===== config.mk =====
export PLATFORM = sky130hd
export DESIGN_NAME = memory_map_controller_unit
export DESIGN_NICKNAME = d
export VERILOG_FILES = /design/src/sv/mmc_pkg.sv /design/src/sv/memory_map_controller_unit.sv
export SDC_FILE = /design/constraint.sdc
export NUM_CORES = 1
export LEC_CHECK = 0
export BUFFER_PORTS_ARGS = -buffer_cell sky130_fd_sc_hd__clkbuf_2
export CAP_MARGIN = 20
export CORE_ASPECT_RATIO = 1.1
export CORE_MARGIN = 1.5
export CORE_UTILIZATION = 35
export DETAILED_ROUTE_END_ITERATION = 10
export PLACE_DENSITY = 0.52
export SYNTH_ARGS = -nofsm -noshare
export SYNTH_HDL_FRONTEND = slang
export SYNTH_SLANG_ARGS = --single-unit

===== constraint.sdc =====
create_clock -name clk -period 3.5 [get_ports clk]
set_clock_uncertainty 0.2 [all_clocks]
set_input_delay 0.175 -clock clk [delete_from_list [all_inputs] [get_ports clk]]
set_output_delay 0.175 -clock clk [all_outputs]
set_load 0.01 [all_outputs]

===== src/sv/mmc_pkg.sv =====
// ----------------------------------------------------------------------------
// mmc_pkg: shared types and constants for the memory map controller
// Command and target codes, decode constants and the memory mirror masks.
// ----------------------------------------------------------------------------
`default_nettype none

package mmc_pkg;

  // Field widths
  localparam int CMD_W     = 2;
  localparam int ADDR_W    = 24;
  localparam int DATA_W    = 8;
  localparam int TGT_W     = 2;
  localparam int MADDR_W   = 23;
  localparam int NUM_REGS  = 16;
  localparam int REG_IDX_W = 4;

  // Packed channel widths
  localparam int IN_TDATA_W  = 32;  // bus_addr, wdata
  localparam int OUT_TDATA_W = 32;  // rdata, mem_addr, mem_write

  // Access kinds
  typedef enum logic [CMD_W-1:0] {
    CMD_REG_RD = 2'd0,
    CMD_REG_WR = 2'd1,
    CMD_MCU_RD = 2'd2,
    CMD_MCU_WR = 2'd3
  } cmd_t;

  // Target memories
  typedef enum logic [TGT_W-1:0] {
    TGT_NONE  = 2'd0,
    TGT_ROM   = 2'd1,
    TGT_RAM   = 2'd2,
    TGT_FLASH = 2'd3
  } tgt_t;

  // Control register window: banks 00-0F, offset 5000
  localparam logic [ADDR_W-1:0] REG_WIN_MASK  = 24'hf0ffff;
  localparam logic [ADDR_W-1:0] REG_WIN_MATCH = 24'h005000;

  // Register indexes with special meaning
  localparam logic [REG_IDX_W-1:0] REG_COMMIT = 4'he;

  // Committed mode bit positions
  localparam int CB_FLASH_RAM  = 1;
  localparam int CB_FLASH_LIN  = 2;
  localparam int CB_RAM_BANK6  = 3;
  localparam int CB_RAM_BANK4  = 5;
  localparam int CB_RAM_BANK5  = 6;
  localparam int CB_ROM_LO     = 7;
  localparam int CB_ROM_HI     = 8;

  // Region decode constants
  localparam logic [ADDR_W-1:0] ROM_REG_MASK   = 24'he08000;
  localparam logic [ADDR_W-1:0] ROM_LO_MATCH   = 24'h008000;
  localparam logic [ADDR_W-1:0] ROM_HI_MATCH   = 24'h808000;
  localparam logic [ADDR_W-1:0] BANK_MASK      = 24'hf00000;
  localparam logic [ADDR_W-1:0] RAM4_MATCH     = 24'h400000;
  localparam logic [ADDR_W-1:0] RAM5_MATCH     = 24'h500000;
  localparam logic [ADDR_W-1:0] RAM6_MATCH     = 24'h600000;
  localparam logic [ADDR_W-1:0] RAM7_MASK      = 24'hf80000;
  localparam logic [ADDR_W-1:0] RAM7_MATCH     = 24'h700000;
  localparam logic [ADDR_W-1:0] FLASH_LO_MASK  = 24'h408000;
  localparam logic [ADDR_W-1:0] FLASH_LO_MATCH = 24'h008000;
  localparam logic [ADDR_W-1:0] HIGH_HALF      = 24'h400000;

  // Memory sizes as address bits
  localparam int ROM_ADDR_BITS   = 22;
  localparam int RAM_ADDR_BITS   = 19;
  localparam int FLASH_ADDR_BITS = 20;

  localparam logic [MADDR_W-1:0] ROM_MIRROR =
    MADDR_W'((64'd1 << ROM_ADDR_BITS) - 64'd1);
  localparam logic [MADDR_W-1:0] RAM_MIRROR =
    MADDR_W'((64'd1 << RAM_ADDR_BITS) - 64'd1);
  localparam logic [MADDR_W-1:0] FLASH_MIRROR =
    MADDR_W'((64'd1 << FLASH_ADDR_BITS) - 64'd1);

  // Reset values
  localparam logic [DATA_W-1:0]   REG_RST_ROM = 8'h80;
  localparam logic [NUM_REGS-1:0] CB_RST      = 16'h0180;

endpackage : mmc_pkg

`default_nettype wire


===== src/sv/memory_map_controller_unit.sv =====
// ----------------------------------------------------------------------------
// memory_map_controller_unit: bank-mapping controller
// Holds sixteen control registers and the committed mode bits, serves
// register reads and writes, and decodes MCU accesses into a target memory
// and a mirrored memory address.
//
// Pipeline: an accepted item passes the input register, then the result
// register. Throughput: one item per cycle while the result channel is
// not stalled; the input side stays ready while a result waits as long
// as the result register drains.
// Reset: synchronous, active low; clears the pipeline and restores the
// control registers (entries 7 and 8 = 0x80) and committed bits (7 and 8).
// ----------------------------------------------------------------------------
`default_nettype none

module memory_map_controller_unit (
  input  wire logic                            clk,
  input  wire logic                            rst_n,
  // input channel
  input  wire logic                            in_tvalid,
  output logic                                 in_tready,
  input  wire logic [mmc_pkg::IN_TDATA_W-1:0]  in_tdata,   // [23:0] bus_addr, [31:24] wdata
  input  wire logic [mmc_pkg::CMD_W-1:0]       in_tuser,   // [1:0] cmd
  // result channel
  output logic                                 out_tvalid,
  input  wire logic                            out_tready,
  output logic [mmc_pkg::OUT_TDATA_W-1:0]      out_tdata,  // [7:0] rdata, [30:8] mem_addr,
                                                           // [31] mem_write
  output logic [mmc_pkg::TGT_W-1:0]            out_tuser   // [1:0] target
);

  import mmc_pkg::*;

  // Input register
  logic                 s1_valid_r;
  cmd_t                 s1_cmd_r;
  logic [ADDR_W-1:0]    s1_addr_r;
  logic [DATA_W-1:0]    s1_wdata_r;

  // Result register
  logic                 out_valid_r;
  logic [DATA_W-1:0]    out_rdata_r;
  tgt_t                 out_tgt_r;
  logic [MADDR_W-1:0]   out_maddr_r;
  logic                 out_mwr_r;

  // Block state
  logic [DATA_W-1:0]    ctrl_r [NUM_REGS];
  logic [DATA_W-1:0]    ctrl_nxt [NUM_REGS];
  logic [NUM_REGS-1:0]  cb_r;
  logic [NUM_REGS-1:0]  cb_nxt;

  // Handshake
  logic                 out_load;
  logic                 s1_adv;

  // Decode results
  logic                 reg_hit;
  logic [REG_IDX_W-1:0] reg_idx;
  logic [ADDR_W-1:0]    a_exp;
  tgt_t                 tgt;
  logic [MADDR_W-1:0]   t_addr;
  logic [MADDR_W-1:0]   maddr;
  logic [DATA_W-1:0]    rdata;
  logic                 mwr;
  logic                 is_mcu;

  // Pipeline flow: advance when the result register is free or draining
  assign out_load  = !out_valid_r || out_tready;
  assign s1_adv    = s1_valid_r && out_load;
  assign in_tready = !s1_valid_r || out_load;

  // Capture the input item
  always_ff @(posedge clk) begin
    if (!rst_n) begin
      s1_valid_r <= 1'b0;
    end else if (in_tready) begin
      s1_valid_r <= in_tvalid;
    end
  end

  always_ff @(posedge clk) begin
    if (in_tready && in_tvalid) begin
      s1_cmd_r   <= cmd_t'(in_tuser);
      s1_addr_r  <= in_tdata[ADDR_W-1:0];
      s1_wdata_r <= in_tdata[ADDR_W +: DATA_W];
    end
  end

  // Register window decode
  assign reg_hit = (s1_addr_r & REG_WIN_MASK) == REG_WIN_MATCH;
  assign reg_idx = s1_addr_r[16 +: REG_IDX_W];
  assign is_mcu  = (s1_cmd_r == CMD_MCU_RD) || (s1_cmd_r == CMD_MCU_WR);

  // Expand addresses with bits 23:22 clear to the banked form
  always_comb begin
    if (s1_addr_r[23:22] == 2'b00) begin
      a_exp = {s1_addr_r[21], 1'b0, s1_addr_r[20:15], 1'b1, s1_addr_r[14:0]};
    end else begin
      a_exp = s1_addr_r;
    end
  end

  // Region rules, in priority order
  always_comb begin
    tgt    = TGT_NONE;
    t_addr = '0;
    if ((a_exp & ROM_REG_MASK) == ROM_LO_MATCH && cb_r[CB_ROM_LO]) begin
      tgt    = TGT_ROM;
      t_addr = {3'b000, a_exp[20:16], a_exp[14:0]};
    end else if ((a_exp & ROM_REG_MASK) == ROM_HI_MATCH && cb_r[CB_ROM_HI]) begin
      tgt    = TGT_ROM;
      t_addr = {3'b000, a_exp[20:16], a_exp[14:0]};
    end else if ((a_exp & BANK_MASK) == RAM4_MATCH && !cb_r[CB_RAM_BANK4]) begin
      tgt    = TGT_RAM;
      t_addr = {3'b000, a_exp[19:0]};
    end else if ((a_exp & BANK_MASK) == RAM5_MATCH && !cb_r[CB_RAM_BANK5]) begin
      tgt    = TGT_RAM;
      t_addr = {3'b000, a_exp[19:0]};
    end else if ((a_exp & BANK_MASK) == RAM6_MATCH && cb_r[CB_RAM_BANK6]) begin
      tgt    = TGT_RAM;
      t_addr = {3'b000, a_exp[19:0]};
    end else if ((a_exp & RAM7_MASK) == RAM7_MATCH) begin
      tgt    = TGT_RAM;
      t_addr = {4'b0000, a_exp[18:0]};
    end else if ((a_exp & FLASH_LO_MASK) == FLASH_LO_MATCH ||
                 (a_exp & HIGH_HALF) == HIGH_HALF) begin
      tgt = cb_r[CB_FLASH_RAM] ? TGT_RAM : TGT_FLASH;
      if (cb_r[CB_FLASH_LIN]) begin
        t_addr = a_exp[MADDR_W-1:0];
      end else begin
        t_addr = {1'b0, a_exp[22:16], a_exp[14:0]};
      end
    end
  end

  // Mirror into the target memory size
  always_comb begin
    case (tgt)
      TGT_ROM:   maddr = t_addr & ROM_MIRROR;
      TGT_RAM:   maddr = t_addr & RAM_MIRROR;
      TGT_FLASH: maddr = t_addr & FLASH_MIRROR;
      default:   maddr = '0;
    endcase
  end

  // Result data
  always_comb begin
    rdata = '0;
    mwr   = 1'b0;
    case (s1_cmd_r)
      CMD_REG_RD: rdata = reg_hit ? ctrl_r[reg_idx] : s1_wdata_r;
      CMD_MCU_WR: mwr   = (tgt != TGT_NONE);
      default:    rdata = '0;
    endcase
  end

  // Register write and commit
  always_comb begin
    for (int i = 0; i < NUM_REGS; i++) begin
      ctrl_nxt[i] = ctrl_r[i];
    end
    cb_nxt = cb_r;
    if (s1_adv && s1_cmd_r == CMD_REG_WR && reg_hit) begin
      ctrl_nxt[reg_idx] = s1_wdata_r;
      if (reg_idx == REG_COMMIT && s1_wdata_r[DATA_W-1]) begin
        for (int i = 0; i < NUM_REGS; i++) begin
          cb_nxt[i] = ctrl_nxt[i][DATA_W-1];
        end
      end
    end
  end

  // Hold the control registers and committed bits
  always_ff @(posedge clk) begin
    if (!rst_n) begin
      for (int i = 0; i < NUM_REGS; i++) begin
        ctrl_r[i] <= '0;
      end
      ctrl_r[CB_ROM_LO] <= REG_RST_ROM;
      ctrl_r[CB_ROM_HI] <= REG_RST_ROM;
      cb_r              <= CB_RST;
    end else begin
      for (int i = 0; i < NUM_REGS; i++) begin
        ctrl_r[i] <= ctrl_nxt[i];
      end
      cb_r <= cb_nxt;
    end
  end

  // Result register
  always_ff @(posedge clk) begin
    if (!rst_n) begin
      out_valid_r <= 1'b0;
    end else if (out_load) begin
      out_valid_r <= s1_valid_r;
    end
  end

  always_ff @(posedge clk) begin
    if (s1_adv) begin
      out_rdata_r <= rdata;
      out_tgt_r   <= is_mcu ? tgt : TGT_NONE;
      out_maddr_r <= is_mcu ? maddr : '0;
      out_mwr_r   <= mwr;
    end
  end

  // Drive the result channel
  assign out_tvalid = out_valid_r;
  assign out_tdata  = {out_mwr_r, out_maddr_r, out_rdata_r};
  assign out_tuser  = out_tgt_r;

endmodule : memory_map_controller_unit

`default_nettype wire


======== Word level (Yosys, flattened, before mapping) ========
Memory sizes are Yosys's and may differ from the RTL's. A register that Yosys moved wholly into a read port is not among the register bits.
Index checks and enable logic that the tools add are counted.
word-level totals
  flip-flop bits (word level) ............. 79
  memories kept ........................... 1
  bits in writable memories ............... 128
  word-level logic and storage cells ...... 114
  output and inout port bits .............. 36
memories
  memory  words  width  rd ports  clocked after memory_dff  wr ports  line                              source
  ctrl_r  16     8      17        1                         16        memory_map_controller_unit.sv:48  logic [DATA_W-1:0] ctrl_r [NUM_REGS];
operators by class
  bitwise operators ....................... 19
  muxes and demuxes ....................... 44
  magnitude comparators ................... 2
  equal/unequal tests ..................... 15
  reduce and logical (&&, ||, !) cells .... 23
operators by type and width
  cell                                                                   count
  22-bit two-way mux                                                     8
  8-bit two-way mux                                                      20
  128-bit bitwise mux                                                    1
  128-bit two-way mux                                                    1
  22-bit one-hot mux with 3 select lines                                 1
  8-bit demux with 4-bit select                                          1
  24-bit two-way mux                                                     1
  20-bit by 15-bit == test with 1-bit output (second input constant)     1
  1-bit OR                                                               18
  2-bit two-way mux                                                      7
  4-bit by 3-bit == test with 1-bit output (second input constant)       3
  1-bit logical AND                                                      11
  2-bit == test (second input constant)                                  4
  4-bit == test (second input constant)                                  2
  2-bit by 1-bit == test with 1-bit output (second input constant)       3
  5-bit by 4-bit == test with 1-bit output (second input constant)       1
  5-bit >= comparator (second input constant)                            1
  5-bit by 1-bit < comparator with 1-bit output (second input constant)  1
  4-bit NOT with 5-bit output                                            1
  4-bit by 1-bit == test with 1-bit output (second input constant)       1
  1-bit logical NOT                                                      4
  2-bit logical NOT                                                      2
  1-bit logical OR                                                       4
  4-bit two-way mux                                                      1
  other kinds (3)                                                        5

======== Logic depth before layout (Yosys ltp) ========
Gate-level depths: netlist (run 1).
  word-level depth ........................ 13
  gate-level depth with buffers ........... 8
  gate-level depth less buffers ........... 5

======== Worst setup path after synthesis (run 1) ========
Ideal clock, no wire load.
  path kind ............................... register to register
  start ................................... reg (tool-made name)
  end ..................................... reg out_rdata_r[2] (data pin)
  cell stages (with the launch flop) ...... 7
  data required time ...................... 3.039 ns
  path buffers ............................ 2
  slack ................................... 1.018 ns
  data arrival time ....................... 2.021 ns
  library setup time ...................... 0.261 ns
  cells stage by stage .................... dfxtp_1 > clkbuf_1 > buf_1 > mux4_2 > mux4_2 > inv_1 > o2bb2ai_1
RTL lines
  item                    line                               source
  end signal: assignment  memory_map_controller_unit.sv:202  out_rdata_r <= rdata;
  end: declaration        memory_map_controller_unit.sv:42   logic [DATA_W-1:0] out_rdata_r;

==> flow_summary.ini, run 1 <==
[cts]
hold_buffers = 36
clock-root-buffer = clkbuf_16
post_cts_buffers = 0
cts_tree = yes
h-tree-depth = 1
cts.clk_slew.worst_paths_ps = 60
numCtsBuffers = 24
cts_resized = 0
ctsLongestPathBuffers = 3
clock_latency_ps = 520
cts_sinks = 208

[setup_path]
cp.required_ps = 3660
cp_data_arrival_time_ps = 2890
critical_path.max_fanout = 14
path_class = flop to flop
critPathCaptureType = flop
critPathLaunchType = flop

[finish]
layout-drive-gt1-share_pct = 22.2
final_common_cell = nand2_1
num_antenna_cells = 0
fin_area_um2 = 10800
syn2layout_area_growth_pct = 20.2
finalNonFillerCells = 1192
final_cell_mix = 148 x nand2_1, 140 x dfxtp_1, 129 x mux2i_1, 71 x clkbuf_2, 67 x edfxtp_1
final_nets = 866

[placed_design]
place.gp.congestion = 0.834
place_hpwl_um = 14200
io_buffers = 72
dp_cells = 1112
placed_cell_area_um2 = 9700

[grt]
antenna_found_initial = 0
grt_max_degree = 73
grtUsageTotal_pct = 15.8
grt_pass1_vias = 5936
grt_first_pass_wirelength_um = 33100
grt-ovfl-total = 0

[floorplanning]
fp.dieH_um = 171
dieArea_um2 = 26700
die_w_um = 156
io_pins = 74
fp.coreArea_um2 = 25300
start_util_pct = 35.6
rows = 61

[yosys]
synth_cells = 733
avgSynthCellArea_um2 = 12.3
seq_area_frac_synth_pct = 53.7
synth_ff_type = dfxtp_1
netlist_area_um2 = 9000
synth_area_leaders = dfxtp_1 31%, edfxtp_1 22%, mux2i_1 14%, mux4_2 10%, nand2_1 6.2%
synth_top_area_share_pct = 31.4
synth_cell_types = 55
synth_edf_count = 67
synthArstFlopShare_pct = 0
ys_warn_count = 0
yosys.area.top_type = dfxtp_1
synth-seq-cells = 208

[min_path]
min_path_type = input pin to flop

[power_and_ir_drop]
power.leakage_uw = 0.00459
p_per_area_nw_per_um2 = 489
vdd_drop_max_uv = 392

[routing]
via_per_inst = 4.91
highest_layer = met4
ant_nets = 0
routedWlPerCell_um = 17.4
drc = 0
route.met2.wl_um = 10500
drt-total-wl_um = 20800
met3WireLength_um = 664
vias = 5852
drt_iter0_drc = 260
first_pass_iters = 4
met1_length_um = 9130

[sta]
hold_viol = 0
period_needed_ps = 2720
rsz0062_at_grt = no
fin_tns_setup_ps = 0
relSlewSlack_pct = 31.6
setup_viol = 0
drv_slew = 0
fmax_mhz = 367
worstMarginPinSlew_ps = 1020
period_share_pct = 77.8

[flow_run]
cap_violations = 0

[run_status]
status = complete, no violations
[report_power, final]
| group | switching, µW | total (µW) | internal, µW |
|---|---|---|---|
| Clock | 974 | 2380 | 1400 |
| Combinational | 182 | 321 | 139 |
| Sequential | 46.4 | 2590 | 2550 |
[path summary, 6_finish.rpt]
check / start / end / slack (ps) / cells past startpoint
worst max-delay path: s1_addr_r[20]$_DFFE_PP_ / ctrl_r[13][6]$_SDFFE_PN0P_ / 780 / 6
worst min-delay path: rst_n / ctrl_r[1][0]$_SDFFE_PN0P_ / 50 / 3
worst max register to register: s1_addr_r[20]$_DFFE_PP_ / ctrl_r[13][6]$_SDFFE_PN0P_ / 780 / 6
worst min register to register: ctrl_r[6][2]$_SDFFE_PN0P_ / ctrl_r[6][2]$_SDFFE_PN0P_ / 260 / 2
[through the flow]
step	utilization [%]	hold slack [ps]	power, µW	setup WS, ps
2_1_floorplan	-	73.9	2830	1020
3_3_place_gp	38.4	152	2930	796
3_5_place_dp	38.4	154	2940	746
4_1_cts	42.8	43.5	5370	759
5_1_grt	42.8	88.1	5490	631
6_report	42.8	54.8	5290	777
[worst max-delay path, cell delays in order (launching register included)]
cell and delay, ps:
edfxtp_1 510, nor4_1 460, nand2_1 260, nor3_4 230
buf_4 350, nand3_2 360, mux2i_1 210
[area by class of cell]
class / instances / area (µm²)
clock buffers: 26 / 608
clock inverters: 18 / 149
repair buffers: 121 / 846
well taps: 346 / 433
inverters: 12 / 45.0
fillers: 2364 / 14400
multi-input cells: 461 / 3900
flip-flops and latches: 208 / 4840
[cells by family (layout without fill, tap and decap cells)]
family                    count (synthesis)  in the layout  synth area share, %
and+or+nand+nor                         239            239                 14.2
buffers and inverters                    66            177                 3.13
xor gates and xnor gates                  1              1               0.0973
muxes                                   176            176                 25.4
AOI/OAI and AO/OA                        42             42                 3.50
DFF                                     208            208                 53.7
other                                     1              3               0.0417
[sequential cells by signal (all words and copies together) (netlist names), named ones only]
signal / count
out_rdata_r: 8
s1_cmd_r: 2
ctrl_r: 128
out_tuser: 2
s1_addr_r: 24
s1_valid_r: 1
s1_wdata_r: 8
out_mwr_r: 1
out_tvalid: 1
out_maddr_r: 22
cb_r: 7
[cells in the mapped netlist, types with 4 or more instances]
library cell / n
nand2_1: 148
dfxtp_1: 141
mux2i_1: 129
edfxtp_1: 67
mux4_2: 40
clkbuf_1: 36
nor2b_1: 20
and2_1: 18
inv_1: 12
a21oi_1: 10
nand3_4: 10
buf_2: 9
nor2_1: 9
o2bb2ai_1: 8
buf_1: 5
o211a_1: 5
nand3_2: 4
[routing by layer]
layer | vias to the layer above | track usage (%)
met1 | 2883 | 19.9
li1 | 2809 | -
met4 | 0 | 3.60
met2 | 130 | 28.6
met3 | 30 | 2.29
met5 | - | 0
(Power assumes the default switching activity.)
==> run 2: changes to the inputs <==
- clock period: 3.5 -> 2.6 ns (I/O delays scaled with it)
==> run 2 against run 1 <==
  * Cell count is 1.5% higher
  * Sequential power grew 34%
  * Register-to-register slack worse by 630 ps
  * Critical path depth is 1 higher
  * Worst setup slack worse by 630 ps
  * Non-clock buffer count is 21 higher
  * Wire length grew 0.63%
==> flow_summary.ini, run 2 (same netlist as run 1, synthesis figures left out) <==
[finish]
num_antenna_cells = 0
fin_area_um2 = 11000
final_common_cell = nand2_1
largest_reg_flops = 128
reg_top3 = ctrl_r x128, s1_addr_r x24, out_maddr_r x22
final_cell_mix = 148 x nand2_1, 140 x dfxtp_1, 129 x mux2i_1, 71 x clkbuf_2, 67 x edfxtp_1
syn2layout_area_growth_pct = 22.0
layout-drive-gt1-share_pct = 24.0
regMostFlops = ctrl_r
final_nets = 886

[routing]
routedWlPerCell_um = 17.3
drt_iter0_drc = 243
vias = 5924
ant_nets = 0
via_per_inst = 4.90
drt-total-wl_um = 20900
drc = 0
first_pass_iters = 4

[setup_path]
critPathLaunchType = flop
path_class = flop to flop
critPathCaptureType = flop
cp.required_ps = 2740
critical_path.max_fanout = 8
cp_data_arrival_time_ps = 2590

[grt]
grtUsageTotal_pct = 16.0
grt-ovfl-total = 0
antenna_found_initial = 0
grt_max_degree = 61
grt_first_pass_wirelength_um = 33300
grt_pass1_vias = 6234

[sta]
hold_viol = 0
rsz0062_at_grt = no
worstMarginPinSlew_ps = 1000
setup_viol = 0
fmax_mhz = 408
relSlewSlack_pct = 33.0
fin_tns_setup_ps = 0
period_share_pct = 94.4
drv_slew = 0
period_needed_ps = 2450

[cts]
cts_resized = 0
cts.clk_slew.worst_paths_ps = 60
h-tree-depth = 1
numCtsBuffers = 23
clock_latency_ps = 510
post_cts_buffers = 0
clock-root-buffer = clkbuf_16
cts_sinks = 208
ctsLongestPathBuffers = 3
cts_tree = yes

[placed_design]
place.gp.congestion = 0.808
place_hpwl_um = 14600
io_buffers = 72
placed_cell_area_um2 = 9920

[floorplanning]
fp.coreArea_um2 = 25300
start_util_pct = 35.6
rows = 61
io_pins = 74
die_w_um = 156
fp.dieH_um = 171
dieArea_um2 = 26700

[min_path]
min_path_type = input pin to flop

[flow_run]
cap_violations = 0

[run_status]
status = complete, no violations

[power_and_ir_drop]
p_per_area_nw_per_um2 = 632
power.leakage_uw = 0.00470
vdd_drop_max_uv = 527
## run 2: through the flow
stage          hold slack (ps)  worst slack, ps  util, %  cells  power (µW)
2_1_floorplan             28.9              118        -    735        3810
3_3_place_gp               107              194     39.3   1131        3970
3_5_place_dp               109              158     39.3   1131        3980
4_1_cts                    110              133     43.5   1209        7050
5_1_grt                    125             40.1     43.5   1210        7210
6_report                   130              147     43.5   1210        6950
## run 2: path summary, 6_finish.rpt
check	start	end	slack (ps)	cells after the start
max reg2reg	s1_addr_r[21]$_DFFE_PP_	out_maddr_r[18]$_SDFFCE_PN0P_	150	7
min	in_tdata[29]	s1_wdata_r[5]$_DFFE_PP_	130	2
min reg2reg	ctrl_r[9][6]$_SDFFE_PN0P_	ctrl_r[9][6]$_SDFFE_PN0P_	250	2
max	s1_addr_r[21]$_DFFE_PP_	out_maddr_r[18]$_SDFFCE_PN0P_	150	7
## run 2: where the power goes
part           internal [µW]  switching (µW)
clock                   1740            1260
sequential              3430            55.0
combinational            209             252
total                   5380            1570
## run 2: what timing repair did
action / in CTS / in global routing
endpoints found under the hold margin: 63 / 0
hold buffers: 37 / 0
endpoints found under the setup margin: 0 / 0
## run 2: layer usage
layer  vias up  track usage (%)  wire length, µm
li1       2844                -                -
met1      2924             19.0             8920
met2       113             29.6            10600
met3        43             2.44              752
met4         0             4.72              560
met5         -                0                0
## run 2: critical path, stage by stage, from the launching register on
cell      delay [ps]
edfxtp_1         430
buf_4            190
or3b_1           390
a311oi_2         310
a31o_1           150
buf_4            160
mux2_4           300
o22ai_1          160
## run 2: cell type report
type | instances | area (µm²)
clock buffers | 33 | 653
clock inverters | 8 | 41.3
fillers | 2403 | 14300
inverters | 12 | 45.0
multi-input cells | 461 | 3900
flip-flops and latches | 208 | 4840
well taps | 346 | 433
repair buffers | 142 | 1080
==> run 3: changes to the inputs <==
- CORE_UTILIZATION: 35 -> 40
- PLACE_DENSITY: 0.52 -> 0.58
==> run 3 against run 2 <==
  * Via count increased by 0.20%
  * Cell count fell by 4.2%
  * Clock-buffer cell count shrank 5
  * Non-clock buffer count down 1
  * Fmax barely moved
  * Design area increased by 0.57%
  * Wire length shrank 4.1%
  * Sequential power about the same
  * Utilization grew 6.5 points
  * Critical endpoint is now out_maddr_r[16]$_SDFFCE_PN0P_
  * Largest power group is now clock
==> flow_summary.ini, run 3 (same netlist as run 1, synthesis figures left out) <==
[routing]
vias = 5936
ant_nets = 0
via_per_inst = 5.12
routedWlPerCell_um = 17.3
first_pass_iters = 5
drc = 0
drt_iter0_drc = 198
drt-total-wl_um = 20000

[setup_path]
cp_data_arrival_time_ps = 2600
critical_path.max_fanout = 8
cp.required_ps = 2750
path_class = flop to flop
critPathLaunchType = flop
critPathCaptureType = flop

[grt]
grt_max_degree = 72
grtUsageTotal_pct = 17.6
grt_pass1_vias = 6110
grt_first_pass_wirelength_um = 32800
antenna_found_initial = 0
grt-ovfl-total = 0

[floorplanning]
die_w_um = 146
dieArea_um2 = 23400
rows = 57
io_pins = 74
fp.dieH_um = 160
start_util_pct = 40.7
fp.coreArea_um2 = 22100

[finish]
largest_reg_flops = 128
syn2layout_area_growth_pct = 22.7
final_common_cell = nand2_1
final_nets = 885
nFillCells = 1975
reg_top3 = ctrl_r x128, s1_addr_r x24, out_maddr_r x22
layout-drive-gt1-share_pct = 24.5
regMostFlops = ctrl_r
final_cell_mix = 148 x nand2_1, 140 x dfxtp_1, 129 x mux2i_1, 71 x clkbuf_2, 67 x edfxtp_1
num_antenna_cells = 0

[min_path]
min_path_type = input pin to flop

[power_and_ir_drop]
pwr-share-comb_pct = 6.1
vdd_drop_max_uv = 451
p_int_uw = 5870
p_total_uw = 7490
p_seq_share_pct = 46.5
switching_share_pct = 21.6
power.leakage_uw = 0.00475
p_clk_share_pct = 47.4
p_per_area_nw_per_um2 = 678
p_sw_uw = 1620

[cts]
clock_latency_ps = 510
h-tree-depth = 1
cts_sinks = 208
clock-root-buffer = clkbuf_16
numCtsBuffers = 23
cts.clk_slew.worst_paths_ps = 60
ctsLongestPathBuffers = 3
cts_resized = 0
cts_tree = yes

[sta]
drv_slew = 0
period_needed_ps = 2450
worst_slack_ps = 149
hold_viol = 0
period_share_pct = 94.3
setup_viol = 0
relSlewSlack_pct = 38.7
fmax_mhz = 408
fin_tns_setup_ps = 0
worstMarginPinSlew_ps = 917
rsz0062_at_grt = no

[run_status]
status = complete, no violations

[placed_design]
pre_cts_ws_ps = 172
io_buffers = 72
place.gp.congestion = 0.850
place_hpwl_um = 13500

[flow_run]
cap_violations = 0
==> run 3: worst max-delay path, cell delays in order, from the launching register on <==
cell and delay (ps):
edfxtp_1 400, buf_4 180, or3b_1 390, a311oi_2 330
a31o_1 160, buf_4 160, mux2_4 300, o22ai_1 160
==> run 3: final timing paths <==
check	start	endpoint	slack, ps	depth (start not counted)
worst max-delay path	s1_addr_r[21]$_DFFE_PP_	out_maddr_r[16]$_SDFFCE_PN0P_	150	7
worst min-delay path	in_tdata[28]	s1_wdata_r[4]$_DFFE_PP_	130	2
worst max register to register	s1_addr_r[21]$_DFFE_PP_	out_maddr_r[16]$_SDFFCE_PN0P_	150	7
worst min register to register	ctrl_r[15][4]$_SDFFE_PN0P_	ctrl_r[15][4]$_SDFFE_PN0P_	260	2
==> run 3: timing repair <==
action,in CTS,in global routing
setup buffers,0,5
hold buffers,37,0
endpoints found under the setup margin,0,1
endpoints found under the hold margin,68,0
==> run 3: layout make-up <==
cell class	count	area [µm²]	area share, %
clock buffer	28	634	5.74
inverter	12	45.0	0.408
sequential	208	4840	43.8
timing repair buffer	141	1060	9.58
multi-input combinational	461	3900	35.3
clock inverter	14	206	1.87
tap	295	369	3.34
==> run 3: power by group through the flow <==
stage	clock (µW)	sequential [µW]	combinational [µW]
detailed placement	0	3550	410
finish	3550	3480	459
global placement	0	3550	404
CTS	3630	3480	456
floorplan	0	3540	271
global route	3760	3490	503
==> run 3: per-layer routing <==
metal	up-vias	global-route usage, %	part of all wire [%]
li1	2859	-	-
met1	2922	21.7	43
met2	119	31.8	52
met3	36	2.73	3.5
met4	0	4.96	2.2
met5	-	0	0
==> run 3: stage by stage <==
stage | util, % | cells | hold WS, ps | area [µm²]
2_1_floorplan | - | 735 | 28.9 | 9010
3_3_place_gp | 44.3 | 1073 | 108 | 9790
3_5_place_dp | 44.3 | 1073 | 109 | 9790
4_1_cts | 49.7 | 1152 | 114 | 11000
5_1_grt | 50.0 | 1159 | 132 | 11000
6_report | 50.0 | 1159 | 128 | 11000
